==> config.mk <==
export PLATFORM = sky130hd
export DESIGN_NAME = xmodem_crc_block_receiver_flat
export DESIGN_NICKNAME = d
export VERILOG_FILES = /design/src/hdl/xcbr_pkg.sv /design/src/hdl/xcbr_if.sv /design/src/hdl/xcbr_core.sv /design/src/hdl/xmodem_crc_block_receiver.sv /design/src/flat_wrapper.sv
export SDC_FILE = /design/constraint.sdc
export NUM_CORES = 1
export LEC_CHECK = 0
export BUFFER_PORTS_ARGS = -buffer_cell sky130_fd_sc_hd__buf_2
export CORE_MARGIN = 8
export CORE_UTILIZATION = 35
export DETAILED_ROUTE_END_ITERATION = 10
export GPL_TIMING_DRIVEN = 0
export PLACE_DENSITY = 0.54
export SLEW_MARGIN = 20
export SYNTH_ARGS = -nofsm -noshare
export SYNTH_HDL_FRONTEND = slang
export SYNTH_HIERARCHICAL = 1
export SYNTH_SLANG_ARGS = --single-unit
==> constraint.sdc <==
create_clock -name i_clk -period 9.9 [get_ports i_clk]
set_input_delay 1.485 -clock i_clk [delete_from_list [all_inputs] [get_ports i_clk]]
set_output_delay 1.485 -clock i_clk [all_outputs]
set_load 0.005 [all_outputs]
==> src/hdl/xcbr_pkg.sv <==
`timescale 1ns / 1ps
`default_nettype none

package xcbr_pkg;

    localparam int CNT_W = 11;
    localparam int DEF_LONG_BYTES = 1024;
    localparam int DEF_SHORT_BYTES = 128;

    localparam logic [15:0] POLL_RESET = 16'd500;
    localparam logic [15:0] CRC_POLY = 16'h1021;
    localparam logic [15:0] SAT_MAX = 16'hFFFF;

    localparam logic [1:0] KIND_ARM = 2'd0;
    localparam logic [1:0] KIND_BYTE = 2'd1;
    localparam logic [1:0] KIND_TICK = 2'd2;

    localparam logic [2:0] PH_IDLE = 3'd0;
    localparam logic [2:0] PH_HUNT = 3'd1;
    localparam logic [2:0] PH_NUMBER = 3'd2;
    localparam logic [2:0] PH_DATA = 3'd3;
    localparam logic [2:0] PH_CRC = 3'd4;

    localparam logic [7:0] C_SOH = 8'h01;
    localparam logic [7:0] C_STX = 8'h02;
    localparam logic [7:0] C_ETX = 8'h03;
    localparam logic [7:0] C_EOT = 8'h04;
    localparam logic [7:0] C_ACK = 8'h06;
    localparam logic [7:0] C_NAK = 8'h15;
    localparam logic [7:0] C_CAN = 8'h18;
    localparam logic [7:0] C_REQ = 8'h43;

    localparam logic [2:0] ST_OK = 3'd0;
    localparam logic [2:0] ST_EOT = 3'd1;
    localparam logic [2:0] ST_CANCEL = 3'd2;
    localparam logic [2:0] ST_BAD_NUM = 3'd3;
    localparam logic [2:0] ST_BAD_CRC = 3'd4;
    localparam logic [2:0] ST_TIMEOUT = 3'd5;

    typedef struct packed {
        logic [1:0]  kind;
        logic [7:0]  rx_byte;
        logic [7:0]  expected_block;
        logic [15:0] seg_timeout;
    } t_item;

    typedef struct packed {
        logic       tx_valid;
        logic [7:0] tx_code;
        logic       data_valid;
        logic [7:0] data_byte;
        logic       done_res;
        logic [2:0] status;
        logic       long_block;
    } t_res;

    function automatic logic [15:0] crc_byte(input logic [15:0] crc, input logic [7:0] b);
        logic [15:0] c;
        c = crc ^ {b, 8'h00};
        for (int i = 0; i < 8; i++) begin
            if (c[15]) begin
                c = {c[14:0], 1'b0} ^ CRC_POLY;
            end else begin
                c = {c[14:0], 1'b0};
            end
        end
        return c;
    endfunction

    function automatic logic [15:0] sat_inc(input logic [15:0] v);
        return (v == SAT_MAX) ? v : v + 16'd1;
    endfunction

endpackage

`default_nettype wire

==> src/hdl/xcbr_if.sv <==
`timescale 1ns / 1ps
`default_nettype none

interface xcbr_in_if;
    logic        valid;
    logic        ready;
    logic [1:0]  kind;
    logic [7:0]  rx_byte;
    logic [7:0]  expected_block;
    logic [15:0] seg_timeout;

    modport source (output valid, kind, rx_byte, expected_block, seg_timeout, input ready);
    modport sink (input valid, kind, rx_byte, expected_block, seg_timeout, output ready);
endinterface

interface xcbr_out_if;
    logic       valid;
    logic       ready;
    logic       tx_valid;
    logic [7:0] tx_code;
    logic       data_valid;
    logic [7:0] data_byte;
    logic       done_res;
    logic [2:0] status;
    logic       long_block;

    modport source (output valid, tx_valid, tx_code, data_valid, data_byte, done_res,
                    status, long_block, input ready);
    modport sink (input valid, tx_valid, tx_code, data_valid, data_byte, done_res,
                  status, long_block, output ready);
endinterface

`default_nettype wire

==> src/hdl/xcbr_core.sv <==
`timescale 1ns / 1ps
`default_nettype none

module xcbr_core #(
    parameter int LONG_BLOCK_BYTES = xcbr_pkg::DEF_LONG_BYTES,
    parameter int SHORT_BLOCK_BYTES = xcbr_pkg::DEF_SHORT_BYTES
) (
    input  wire logic             i_clk,
    input  wire logic             i_rst_n,
    input  wire logic             i_en,
    input  wire xcbr_pkg::t_item  i_item,
    input  wire logic [15:0]      i_poll_interval,
    output xcbr_pkg::t_res        o_res
);
    import xcbr_pkg::*;

    localparam logic [CNT_W-1:0] LONG_CNT = CNT_W'(LONG_BLOCK_BYTES);
    localparam logic [CNT_W-1:0] SHORT_CNT = CNT_W'(SHORT_BLOCK_BYTES);

    logic [2:0]       r_phase, n_phase;
    logic [CNT_W-1:0] r_byte_count, n_byte_count;
    logic [15:0]      r_crc_acc, n_crc_acc;
    logic [7:0]       r_expected_number, n_expected_number;
    logic [7:0]       r_got_number, n_got_number;
    logic [7:0]       r_got_crc_high, n_got_crc_high;
    logic             r_is_long, n_is_long;
    logic [15:0]      r_segment_timeout, n_segment_timeout;
    logic [15:0]      r_segment_elapsed, n_segment_elapsed;
    logic [15:0]      r_poll_elapsed, n_poll_elapsed;

    logic [CNT_W-1:0] block_size;
    logic [CNT_W-1:0] cnt_inc;
    logic [15:0]      crc_next;
    logic [15:0]      seg_inc;
    logic [15:0]      poll_inc;

    assign block_size = r_is_long ? LONG_CNT : SHORT_CNT;
    assign cnt_inc = r_byte_count + CNT_W'(1);
    assign crc_next = crc_byte(r_crc_acc, i_item.rx_byte);
    assign seg_inc = sat_inc(r_segment_elapsed);
    assign poll_inc = sat_inc(r_poll_elapsed);

    always_comb begin
        n_phase = r_phase;
        n_byte_count = r_byte_count;
        n_crc_acc = r_crc_acc;
        n_expected_number = r_expected_number;
        n_got_number = r_got_number;
        n_got_crc_high = r_got_crc_high;
        n_is_long = r_is_long;
        n_segment_timeout = r_segment_timeout;
        n_segment_elapsed = r_segment_elapsed;
        n_poll_elapsed = r_poll_elapsed;
        o_res = '0;

        if (r_phase == PH_NUMBER || r_phase == PH_DATA || r_phase == PH_CRC) begin
            o_res.long_block = r_is_long;
        end

        case (i_item.kind)
            KIND_ARM: begin
                n_expected_number = i_item.expected_block;
                n_segment_timeout = i_item.seg_timeout;
                n_byte_count = '0;
                n_crc_acc = '0;
                n_got_number = '0;
                n_got_crc_high = '0;
                n_is_long = 1'b0;
                n_poll_elapsed = '0;
                n_phase = PH_HUNT;
                n_segment_elapsed = '0;
                o_res.tx_valid = 1'b1;
                o_res.tx_code = C_REQ;
                o_res.long_block = 1'b0;
            end
            KIND_BYTE: begin
                case (r_phase)
                    PH_HUNT: begin
                        if (i_item.rx_byte == C_SOH || i_item.rx_byte == C_STX) begin
                            n_is_long = (i_item.rx_byte == C_STX);
                            n_byte_count = '0;
                            n_phase = PH_NUMBER;
                            n_segment_elapsed = '0;
                            o_res.long_block = (i_item.rx_byte == C_STX);
                        end else if (i_item.rx_byte == C_EOT) begin
                            o_res.tx_valid = 1'b1;
                            o_res.tx_code = C_ACK;
                            o_res.done_res = 1'b1;
                            o_res.status = ST_EOT;
                            n_phase = PH_IDLE;
                        end else if (i_item.rx_byte == C_CAN || i_item.rx_byte == C_ETX) begin
                            o_res.done_res = 1'b1;
                            o_res.status = ST_CANCEL;
                            n_phase = PH_IDLE;
                        end else begin
                            o_res.tx_valid = 1'b1;
                            o_res.tx_code = C_REQ;
                            n_poll_elapsed = '0;
                        end
                    end
                    PH_NUMBER: begin
                        if (r_byte_count == '0) begin
                            n_got_number = i_item.rx_byte;
                            n_byte_count = CNT_W'(1);
                        end else begin
                            n_byte_count = '0;
                            if (r_got_number != r_expected_number ||
                                i_item.rx_byte != ~r_expected_number) begin
                                o_res.tx_valid = 1'b1;
                                o_res.tx_code = C_NAK;
                                o_res.done_res = 1'b1;
                                o_res.status = ST_BAD_NUM;
                                n_phase = PH_IDLE;
                            end else begin
                                n_crc_acc = '0;
                                n_phase = PH_DATA;
                                n_segment_elapsed = '0;
                            end
                        end
                    end
                    PH_DATA: begin
                        o_res.data_valid = 1'b1;
                        o_res.data_byte = i_item.rx_byte;
                        n_crc_acc = crc_next;
                        n_byte_count = cnt_inc;
                        if (cnt_inc >= block_size) begin
                            n_byte_count = '0;
                            n_phase = PH_CRC;
                            n_segment_elapsed = '0;
                        end
                    end
                    PH_CRC: begin
                        if (r_byte_count == '0) begin
                            n_got_crc_high = i_item.rx_byte;
                            n_byte_count = CNT_W'(1);
                        end else begin
                            n_byte_count = '0;
                            o_res.tx_valid = 1'b1;
                            o_res.done_res = 1'b1;
                            if ({r_got_crc_high, i_item.rx_byte} == r_crc_acc) begin
                                o_res.tx_code = C_ACK;
                                o_res.status = ST_OK;
                            end else begin
                                o_res.tx_code = C_NAK;
                                o_res.status = ST_BAD_CRC;
                            end
                            n_phase = PH_IDLE;
                        end
                    end
                    default: begin
                    end
                endcase
            end
            KIND_TICK: begin
                if (r_phase != PH_IDLE) begin
                    n_segment_elapsed = seg_inc;
                    if (seg_inc >= r_segment_timeout) begin
                        o_res.done_res = 1'b1;
                        o_res.status = ST_TIMEOUT;
                        if (r_phase == PH_DATA || r_phase == PH_CRC) begin
                            o_res.tx_valid = 1'b1;
                            o_res.tx_code = C_NAK;
                        end
                        n_phase = PH_IDLE;
                    end else if (r_phase == PH_HUNT) begin
                        n_poll_elapsed = poll_inc;
                        if (poll_inc >= i_poll_interval) begin
                            o_res.tx_valid = 1'b1;
                            o_res.tx_code = C_REQ;
                            n_poll_elapsed = '0;
                        end
                    end
                end
            end
            default: begin
            end
        endcase
    end

    always_ff @(posedge i_clk) begin
        if (!i_rst_n) begin
            r_phase <= PH_IDLE;
            r_byte_count <= '0;
            r_crc_acc <= '0;
            r_expected_number <= '0;
            r_got_number <= '0;
            r_got_crc_high <= '0;
            r_is_long <= 1'b0;
            r_segment_timeout <= '0;
            r_segment_elapsed <= '0;
            r_poll_elapsed <= '0;
        end else if (i_en) begin
            r_phase <= n_phase;
            r_byte_count <= n_byte_count;
            r_crc_acc <= n_crc_acc;
            r_expected_number <= n_expected_number;
            r_got_number <= n_got_number;
            r_got_crc_high <= n_got_crc_high;
            r_is_long <= n_is_long;
            r_segment_timeout <= n_segment_timeout;
            r_segment_elapsed <= n_segment_elapsed;
            r_poll_elapsed <= n_poll_elapsed;
        end
    end

endmodule

`default_nettype wire

==> src/hdl/xmodem_crc_block_receiver.sv <==
`timescale 1ns / 1ps
`default_nettype none

// Channel   Dir   Payload                                             Transfer
// i_item    in    kind, rx_byte, expected_block, seg_timeout          valid & ready
// o_res     out   tx_valid, tx_code, data_valid, data_byte,           valid & ready
//                 done_res, status, long_block
// cfg       in    i_cfg_wdata = poll interval in ms                   i_cfg_we
//
// One item per cycle sustained while o_res.ready is high; a result passes through the input
// register, then the byte-wise CRC and state update, into the result register.
// Synchronous active-low reset clears the receiver to idle and the poll interval to 500.
// With o_res.ready low the result holds and the input register takes one more item.

module xmodem_crc_block_receiver #(
    parameter int LONG_BLOCK_BYTES = xcbr_pkg::DEF_LONG_BYTES,
    parameter int SHORT_BLOCK_BYTES = xcbr_pkg::DEF_SHORT_BYTES
) (
    input  wire logic        i_clk,
    input  wire logic        i_rst_n,
    input  wire logic        i_cfg_we,
    input  wire logic [15:0] i_cfg_wdata,
    xcbr_in_if.sink          i_item,
    xcbr_out_if.source       o_res
);
    import xcbr_pkg::*;

    logic [15:0] r_poll_interval;
    logic        r_in_valid;
    t_item       r_in;
    logic        r_out_valid;
    t_res        r_out;
    t_res        core_res;
    logic        advance;

    assign advance = r_in_valid && (!r_out_valid || o_res.ready);
    assign i_item.ready = !r_in_valid || advance;

    always_ff @(posedge i_clk) begin
        if (!i_rst_n) begin
            r_poll_interval <= POLL_RESET;
        end else if (i_cfg_we) begin
            r_poll_interval <= i_cfg_wdata;
        end
    end

    always_ff @(posedge i_clk) begin
        if (!i_rst_n) begin
            r_in_valid <= 1'b0;
        end else if (i_item.ready) begin
            r_in_valid <= i_item.valid;
        end
    end

    always_ff @(posedge i_clk) begin
        if (i_item.valid && i_item.ready) begin
            r_in.kind <= i_item.kind;
            r_in.rx_byte <= i_item.rx_byte;
            r_in.expected_block <= i_item.expected_block;
            r_in.seg_timeout <= i_item.seg_timeout;
        end
    end

    xcbr_core #(
        .LONG_BLOCK_BYTES  (LONG_BLOCK_BYTES),
        .SHORT_BLOCK_BYTES (SHORT_BLOCK_BYTES)
    ) u_core (
        .i_clk           (i_clk),
        .i_rst_n         (i_rst_n),
        .i_en            (advance),
        .i_item          (r_in),
        .i_poll_interval (r_poll_interval),
        .o_res           (core_res)
    );

    always_ff @(posedge i_clk) begin
        if (!i_rst_n) begin
            r_out_valid <= 1'b0;
        end else if (advance) begin
            r_out_valid <= 1'b1;
        end else if (o_res.ready) begin
            r_out_valid <= 1'b0;
        end
    end

    always_ff @(posedge i_clk) begin
        if (advance) begin
            r_out <= core_res;
        end
    end

    assign o_res.valid = r_out_valid;
    assign o_res.tx_valid = r_out.tx_valid;
    assign o_res.tx_code = r_out.tx_code;
    assign o_res.data_valid = r_out.data_valid;
    assign o_res.data_byte = r_out.data_byte;
    assign o_res.done_res = r_out.done_res;
    assign o_res.status = r_out.status;
    assign o_res.long_block = r_out.long_block;

endmodule

`default_nettype wire
==> src/flat_wrapper.sv <==
// flat-port wrapper written by rule: the top's interface ports become plain ports
module xmodem_crc_block_receiver_flat import xcbr_pkg::*;
#(
    parameter int LONG_BLOCK_BYTES = xcbr_pkg::DEF_LONG_BYTES,
    parameter int SHORT_BLOCK_BYTES = xcbr_pkg::DEF_SHORT_BYTES
)
  (i_clk, i_rst_n, i_cfg_we, i_cfg_wdata, i_item_valid, i_item_kind, i_item_rx_byte, i_item_expected_block, i_item_seg_timeout, i_item_ready, o_res_valid, o_res_tx_valid, o_res_tx_code, o_res_data_valid, o_res_data_byte, o_res_done_res, o_res_status, o_res_long_block, o_res_ready);
  xcbr_in_if i_item_i ();
  xcbr_out_if o_res_i ();
  input  wire logic i_clk;
  input  wire logic i_rst_n;
  input  wire logic i_cfg_we;
  input  wire logic [15:0] i_cfg_wdata;
  input wire logic [$bits(i_item_i.valid)-1:0] i_item_valid;
  input wire logic [$bits(i_item_i.kind)-1:0] i_item_kind;
  input wire logic [$bits(i_item_i.rx_byte)-1:0] i_item_rx_byte;
  input wire logic [$bits(i_item_i.expected_block)-1:0] i_item_expected_block;
  input wire logic [$bits(i_item_i.seg_timeout)-1:0] i_item_seg_timeout;
  output wire logic [$bits(i_item_i.ready)-1:0] i_item_ready;
  output wire logic [$bits(o_res_i.valid)-1:0] o_res_valid;
  output wire logic [$bits(o_res_i.tx_valid)-1:0] o_res_tx_valid;
  output wire logic [$bits(o_res_i.tx_code)-1:0] o_res_tx_code;
  output wire logic [$bits(o_res_i.data_valid)-1:0] o_res_data_valid;
  output wire logic [$bits(o_res_i.data_byte)-1:0] o_res_data_byte;
  output wire logic [$bits(o_res_i.done_res)-1:0] o_res_done_res;
  output wire logic [$bits(o_res_i.status)-1:0] o_res_status;
  output wire logic [$bits(o_res_i.long_block)-1:0] o_res_long_block;
  input wire logic [$bits(o_res_i.ready)-1:0] o_res_ready;
  assign i_item_i.valid = i_item_valid;
  assign i_item_i.kind = i_item_kind;
  assign i_item_i.rx_byte = i_item_rx_byte;
  assign i_item_i.expected_block = i_item_expected_block;
  assign i_item_i.seg_timeout = i_item_seg_timeout;
  assign i_item_ready = i_item_i.ready;
  assign o_res_valid = o_res_i.valid;
  assign o_res_tx_valid = o_res_i.tx_valid;
  assign o_res_tx_code = o_res_i.tx_code;
  assign o_res_data_valid = o_res_i.data_valid;
  assign o_res_data_byte = o_res_i.data_byte;
  assign o_res_done_res = o_res_i.done_res;
  assign o_res_status = o_res_i.status;
  assign o_res_long_block = o_res_i.long_block;
  assign o_res_i.ready = o_res_ready;
  xmodem_crc_block_receiver #(.LONG_BLOCK_BYTES(LONG_BLOCK_BYTES), .SHORT_BLOCK_BYTES(SHORT_BLOCK_BYTES)) u_core (.i_clk(i_clk), .i_rst_n(i_rst_n), .i_cfg_we(i_cfg_we), .i_cfg_wdata(i_cfg_wdata), .i_item(i_item_i), .o_res(o_res_i));
endmodule
# After elaboration in Yosys (flattened, before gate mapping)
# Index checks and enable logic that the tools add are counted.
# op_classes
add_sub_neg,3
n_lt_le_gt_ge,3
n_eq_ne,38
mux,85
n_bitwise,10
reduce_logical,29
# op_table
op,count
2-to-1 mux 16 bit,15
case mux 16 bit (3 select lines),3
2-to-1 mux 9 bit,12
2-to-1 mux 13 bit,8
case mux 16 bit (2 select lines),2
case mux 9 bit (3 select lines),2
2-to-1 mux 11 bit,3
case mux 11 bit (3 select lines),1
"adder 16 x 1 -> 16 bit, second input constant",2
"equality test 16 bit, second input constant",2
>= comparator 16 bit,2
2-to-1 mux 4 bit,8
case mux 8 bit (2 select lines),2
2-to-1 mux 3 bit,9
2-to-1 mux 8 bit,3
"inequality test 2 bit, second input constant",12
inverter 3 bit,8
case mux 11 bit (2 select lines),1
"inequality test 3 bit, second input constant",6
AND reduction 9 bit,2
equality test 16 bit,1
"equality test 8 x 2 -> 1 bit, second input constant",2
inequality test 8 bit,2
AND reduction 4 bit,4
other kinds (33),56
# word_totals
register_bits,178
inputBits,55
out_inout_bits,25
wordCells,192

# Logic depth before layout (Yosys ltp)
# depth
depth_word,19
ltp_mapped,17
mapped_depth_nobuf,15

# Hierarchy
# Netlist, hierarchy kept.
# by_module_without_submodules
mod,instances,cells_each,area_each_um2
xcbr_core,1,916,7138.1
xmodem_crc_block_receiver,1,117,2397.3

# Worst setup path before layout
# No wires, ideal clock.
# synth_timing
path_kind,input-to-reg
start,input port o_res_ready
end,register u_core.u_core.r_byte_count[4]
setup_ns,0.074
arrival_ns,3.946
required_ns,9.826
slack_ns,5.880
stages,7
path_cell_list,nor2b_1 -> nor2b_1 -> o21ai_2 -> a21o_1 -> buf_6 -> or4_1 -> a31oi_1
# synth_via
elab_chain_cells,3
# synth_rtl
element,line_no,rtl
start: declaration,flat_wrapper.sv:28,input wire logic [$bits(o_res_i.ready)-1:0] o_res_ready;
logical OR 1 bit,xmodem_crc_block_receiver.sv:36,assign advance = r_in_valid && (!r_out_valid || o_res.ready);
logical AND 1 bit,xmodem_crc_block_receiver.sv:36,
named net u_core.advance,xmodem_crc_block_receiver.sv:34,logic advance;
AND reduction 4 bit (no line),-,
end signal: assignment,xcbr_core.sv:194,r_byte_count <= n_byte_count;
end: declaration,xcbr_core.sv:21,"logic [CNT_W-1:0] r_byte_count, n_byte_count;"
# The timed path passes the listed nets, and every way through them passes these cells.
# A chain may end at the register's enable or synchronous reset.

# Worst setup path after layout
# layout_timing
start,register u_core.u_core.r_segment_elapsed[4]
end,register u_core.u_core.r_poll_elapsed[2]
# layout_via
elab_chain_cells,5
elab_cells_between_ends,6
cone_classes,1 x add/sub; 1 x order compare; 2 x eq/ne; 1 x mux; 1 x reduce/logical
# layout_rtl
element,line_no,rtl
start: declaration,xcbr_core.sv:28,"logic [15:0] r_segment_elapsed, n_segment_elapsed;"
start signal: assignment,xcbr_core.sv:201,r_segment_elapsed <= n_segment_elapsed;
adder 16 x 1 -> 16 bit / equality test 16 bit (equally long branches),xcbr_pkg.sv:71,return (v == SAT_MAX) ? v : v + 16'd1;
2-to-1 mux 16 bit (*),xcbr_pkg.sv:71,
>= comparator 16 bit (*),xcbr_core.sv:157,if (seg_inc >= r_segment_timeout) begin
inequality test 2 bit (no line) (*),-,
AND reduction 9 bit (no line) (*),-,
end signal: assignment,xcbr_core.sv:202,r_poll_elapsed <= n_poll_elapsed;
end: declaration,xcbr_core.sv:29,"logic [15:0] r_poll_elapsed, n_poll_elapsed;"
# Mark *: on every way between the ends. The rest lies on a longest branch, timed or not.

==> impl_metrics.yaml <==
place:
  placed_cell_area_um2: 10430
  gp_congestion: 0.8776
  numPortBuffers: 78
  dpl.hpwl_mm: 17.77
run_status:
  status: "finished clean"
logic_synthesis:
  synth_adder_area_share: 0.05511
  synth_edf_count: 57
  synth_xor_area_frac: 0.06246
  synth_top_cell_by_area: "dfxtp_1"
  syn_avg_cell_area_um2: 9.231
  ys_ff_latch: 178
  netlist_instances: 1033
  yosys.area_share.simple: 0.2005
  synth_top_area_frac: 0.2540
  synthTopCellsByArea: "dfxtp_1, edfxtp_1, nand2_1, mux2i_1, ha_1"
  ys_types: 77
  synth_compound_area_frac: 0.1369
  synth_top_family_by_area: "simple AND/OR/NAND/NOR gates"
  ys_async_sr_fraction: 0
  synthFlopType: "dfxtp_1"
  yosysWarnings: 6
  muxShareOfSynthArea: 0.06246
  synth_area_um2: 9535
  synth-seq-area-share: 0.4335
grt:
  grtUsageTotal: 0.1441
  overflow: 0
  antenna_found_initial: 0
  grt_pass1_vias: 7457
  grt_max_degree: 25
  grt_pass1_wl_mm: 38.74
sta:
  relSlewSlack: 0.3234
  fmax_ghz: 0.2052
  hold_viol: 0
  fin_crit_ns: 4.874
  setup_viol: 0
  min_period_over_period: 0.4923
  finalSetupTns_ns: 0
  rsz0062_at_grt: "no"
  tightest_slew_ns: 1.006
  final_max_slew_viol_count: 0
  clock-skew-final_ns: 0.01365
setup_path:
  cp-endpoint: "u_core/u_core/r_poll_elapsed[2]"
  r2r_slack_ns: 5.03
  critPathMaxFanout: 10
  worstPathArrival_ns: 5.24
  crit_top_cell: "nor2_1"
  cp.buffers_inverters: 1
  worst_r2r_path_depth: 14
  r2r_end: "u_core/u_core/r_poll_elapsed[2]"
  worst-path-stages: 14
  path_cells: "and4_1 -> nand4_1 -> o31ai_1 -> nor2_1 -> xor2_1 -> ha_1 -> a221o_1 -> a31oi_1 -> o311ai_0 -> a221oi_1 -> nand3_1 -> nor2_1 -> buf_2 -> a22o_1"
  rr_startpoint: "u_core/u_core/r_segment_elapsed[4]"
  crit_path_start_kind: "flip-flop"
  slowest_stage: "o31ai_1"
  cp-startpoint: "u_core/u_core/r_segment_elapsed[4]"
  crit_family: "compound AO/OA/AOI/OAI gates"
  cpPeakStageDelay_ns: 0.86
  cp-end-kind: "flip-flop"
  worstPathRequired_ns: 10.27
  path_class: "reg -> reg"
finish:
  drive_gt1_frac: 0.1482
  fillCellCount: 2737
  multiInputGateArea_um2: 4970
  finalInstanceArea_um2: 11010
  seqCellArea_um2: 4134
  n_antenna_cell: 0
  area_delta_synth_final_pct: 15.46
  fin_nets: 1231
clock_network:
  htreeDepth: 4
  cts_max_path_buffers: 2
  cts_tree: "done"
  cts-root-buf: "clkbuf_16"
  clk_pin_slew_ns: 0.08
  insertion_delay_ns: 0.43
  clkSinkCount: 178
  cts_resized: 0
  cts-buffers-inserted: 17
  cts_setup_buffers: 0
  cts.hold.buffers_added: 0
detailed_routing:
  first_pass_iters: 5
  vias_per_cell: 5.069
  ant_nets: 0
  drcViolationCount: 0
  routed_wl_mm: 23.70
  wl_per_cell_um: 15.93
  vias: 7542
  first_iter_violations: 495
die:
  die_w_um: 181.1
  die_area_um2: 32780
  rows: 60
  start_util: 0.3548
  die_h_um: 181.1
  core_um2: 26880
  ios: 80
pwr:
  pwr_density_cell_nw_per_um2: 142.9
  p_int_mw: 1.166
  comb_power_share: 0.080
  p_sw_mw: 0.4075
  power_frac_seq: 0.497
  p_sw_frac: 0.2590
  p_total_mw: 1.573
  power.leakage_nw: 4.418
  peakVddDrop_mv: 0.09353
  clockPowerShare: 0.423
hold_path:
  whs_path_depth: 2
  hold_class: "reg -> reg"
run:
  drv_cap: 0
==> per-layer routing <==
layer,track usage,vias to the layer above,routed length (µm)
met1,0.1942,3528,11850
met2,0.2317,148,10610
met3,0.02869,10,1033
li1,-,3856,-
met5,0,-,0
met4,0.03903,0,208
==> registers in the layout, indices dropped and copies added, names as in the netlist <==
register / cells
u_core/u_core/r_segment_timeout: 16
u_core/o_res.status: 3
u_core/o_res.valid: 1
u_core/o_res.data_byte: 8
u_core/u_core/r_phase: 3
u_core/u_core/r_segment_elapsed: 16
u_core/r_poll_interval: 16
u_core/u_core/r_got_crc_high: 8
u_core/u_core/r_poll_elapsed: 16
u_core/o_res.done_res: 1
u_core/u_core/r_byte_count: 11
u_core/o_res.data_valid: 1
u_core/u_core/r_is_long: 1
u_core/u_core/r_crc_acc: 16
u_core/o_res.tx_valid: 1
u_core/r_in: 34
u_core/r_in_valid: 1
u_core/u_core/r_expected_number: 8
u_core/u_core/r_got_number: 8
u_core/o_res.tx_code: 8
u_core/o_res.long_block: 1
==> kinds of logic after synthesis <==
family / count (synthesis)
mux: 59
xor+xnor: 68
fa+ha+maj: 42
simple gates: 394
other cells: 1
buf+inv: 100
flops: 178
compound gates: 191
==> layout make-up <==
type / instances / area share
Timing Repair Buffer: 80 / 0.03978
Buffer: 55 / 0.02682
Sequential cell: 178 / 0.3755
Clock buffer: 18 / 0.03989
Multi-Input combinational cell: 757 / 0.4514
Clock inverter: 14 / 0.01250
Tap cell: 341 / 0.03875
Inverter: 45 / 0.01534
==> worst min-delay path, delay by kind of cell (launching register included) <==
family | cells | cell delay (ns)
flip-flops | 1 | 0.31
AND/OR/NAND/NOR | 1 | 0.05
AO/OA/AOI/OAI | 1 | 0.05
==> synth_stat cells, types with 13 or more instances <==
library cell / number
nand4_1: 18
nand2b_1: 13
dfxtp_1: 121
nor4_1: 13
xor2_1: 40
o21ai_0: 24
and2_1: 19
clkbuf_1: 27
a21oi_1: 62
a21o_1: 15
edfxtp_1: 57
inv_1: 45
nand3_1: 27
mux2i_1: 55
nor2_1: 57
nor2b_1: 18
xnor2_1: 28
ha_1: 42
nand2_1: 168
==> layout by cell type (no fill, tap or decap), drive strengths merged, types with 13 or more instances in the layout <==
cell / n
buf: 107
and2: 22
dfxtp: 121
inv: 54
edfxtp: 57
a21oi: 65
xor2: 40
nand3: 27
xnor2: 28
a21o: 15
o21ai: 26
ha: 42
nor4: 13
clkbuf: 46
mux2i: 55
nand2b: 13
nand2: 168
nand4: 18
nor2b: 18
nor2: 57
==> power groups by stage <==
| stage | Combinational, mW | Sequential [mW] | Clock, mW |
|---|---|---|---|
| CTS | 0.128 | 0.782 | 0.691 |
| global placement | 0.124 | 0.799 | 0 |
| detailed placement | 0.128 | 0.799 | 0 |
| global route | 0.140 | 0.784 | 0.721 |
| floorplan | 0.0805 | 0.797 | 0 |
| finish | 0.126 | 0.781 | 0.666 |
==> worst min-delay path by stage <==
stage | startpoint | end | slack [ns]
2_1_floorplan | u_core/u_core/r_segment_timeout[10] | u_core/u_core/r_segment_timeout[10] | 0.44
3_3_place_gp | u_core/u_core/r_segment_timeout[12] | u_core/u_core/r_segment_timeout[12] | 0.45
3_5_place_dp | u_core/u_core/r_segment_timeout[5] | u_core/u_core/r_segment_timeout[5] | 0.45
4_1_cts | u_core/u_core/r_segment_timeout[5] | u_core/u_core/r_segment_timeout[5] | 0.46
5_1_grt | u_core/u_core/r_segment_timeout[13] | u_core/u_core/r_segment_timeout[13] | 0.47
6_report | u_core/u_core/r_segment_timeout[12] | u_core/u_core/r_segment_timeout[12] | 0.46
==> per-stage QoR <==
step	setup WS [ns]	util	instances	hold slack, ns
2_1_floorplan	5.880	-	1035	0.4363
3_3_place_gp	4.573	0.3855	1454	0.4461
3_5_place_dp	4.915	0.3879	1456	0.4487
4_1_cts	4.899	0.4094	1488	0.4600
5_1_grt	4.482	0.4096	1488	0.4723
6_report	5.026	0.4096	1488	0.4550
(Power assumes the default switching activity.)
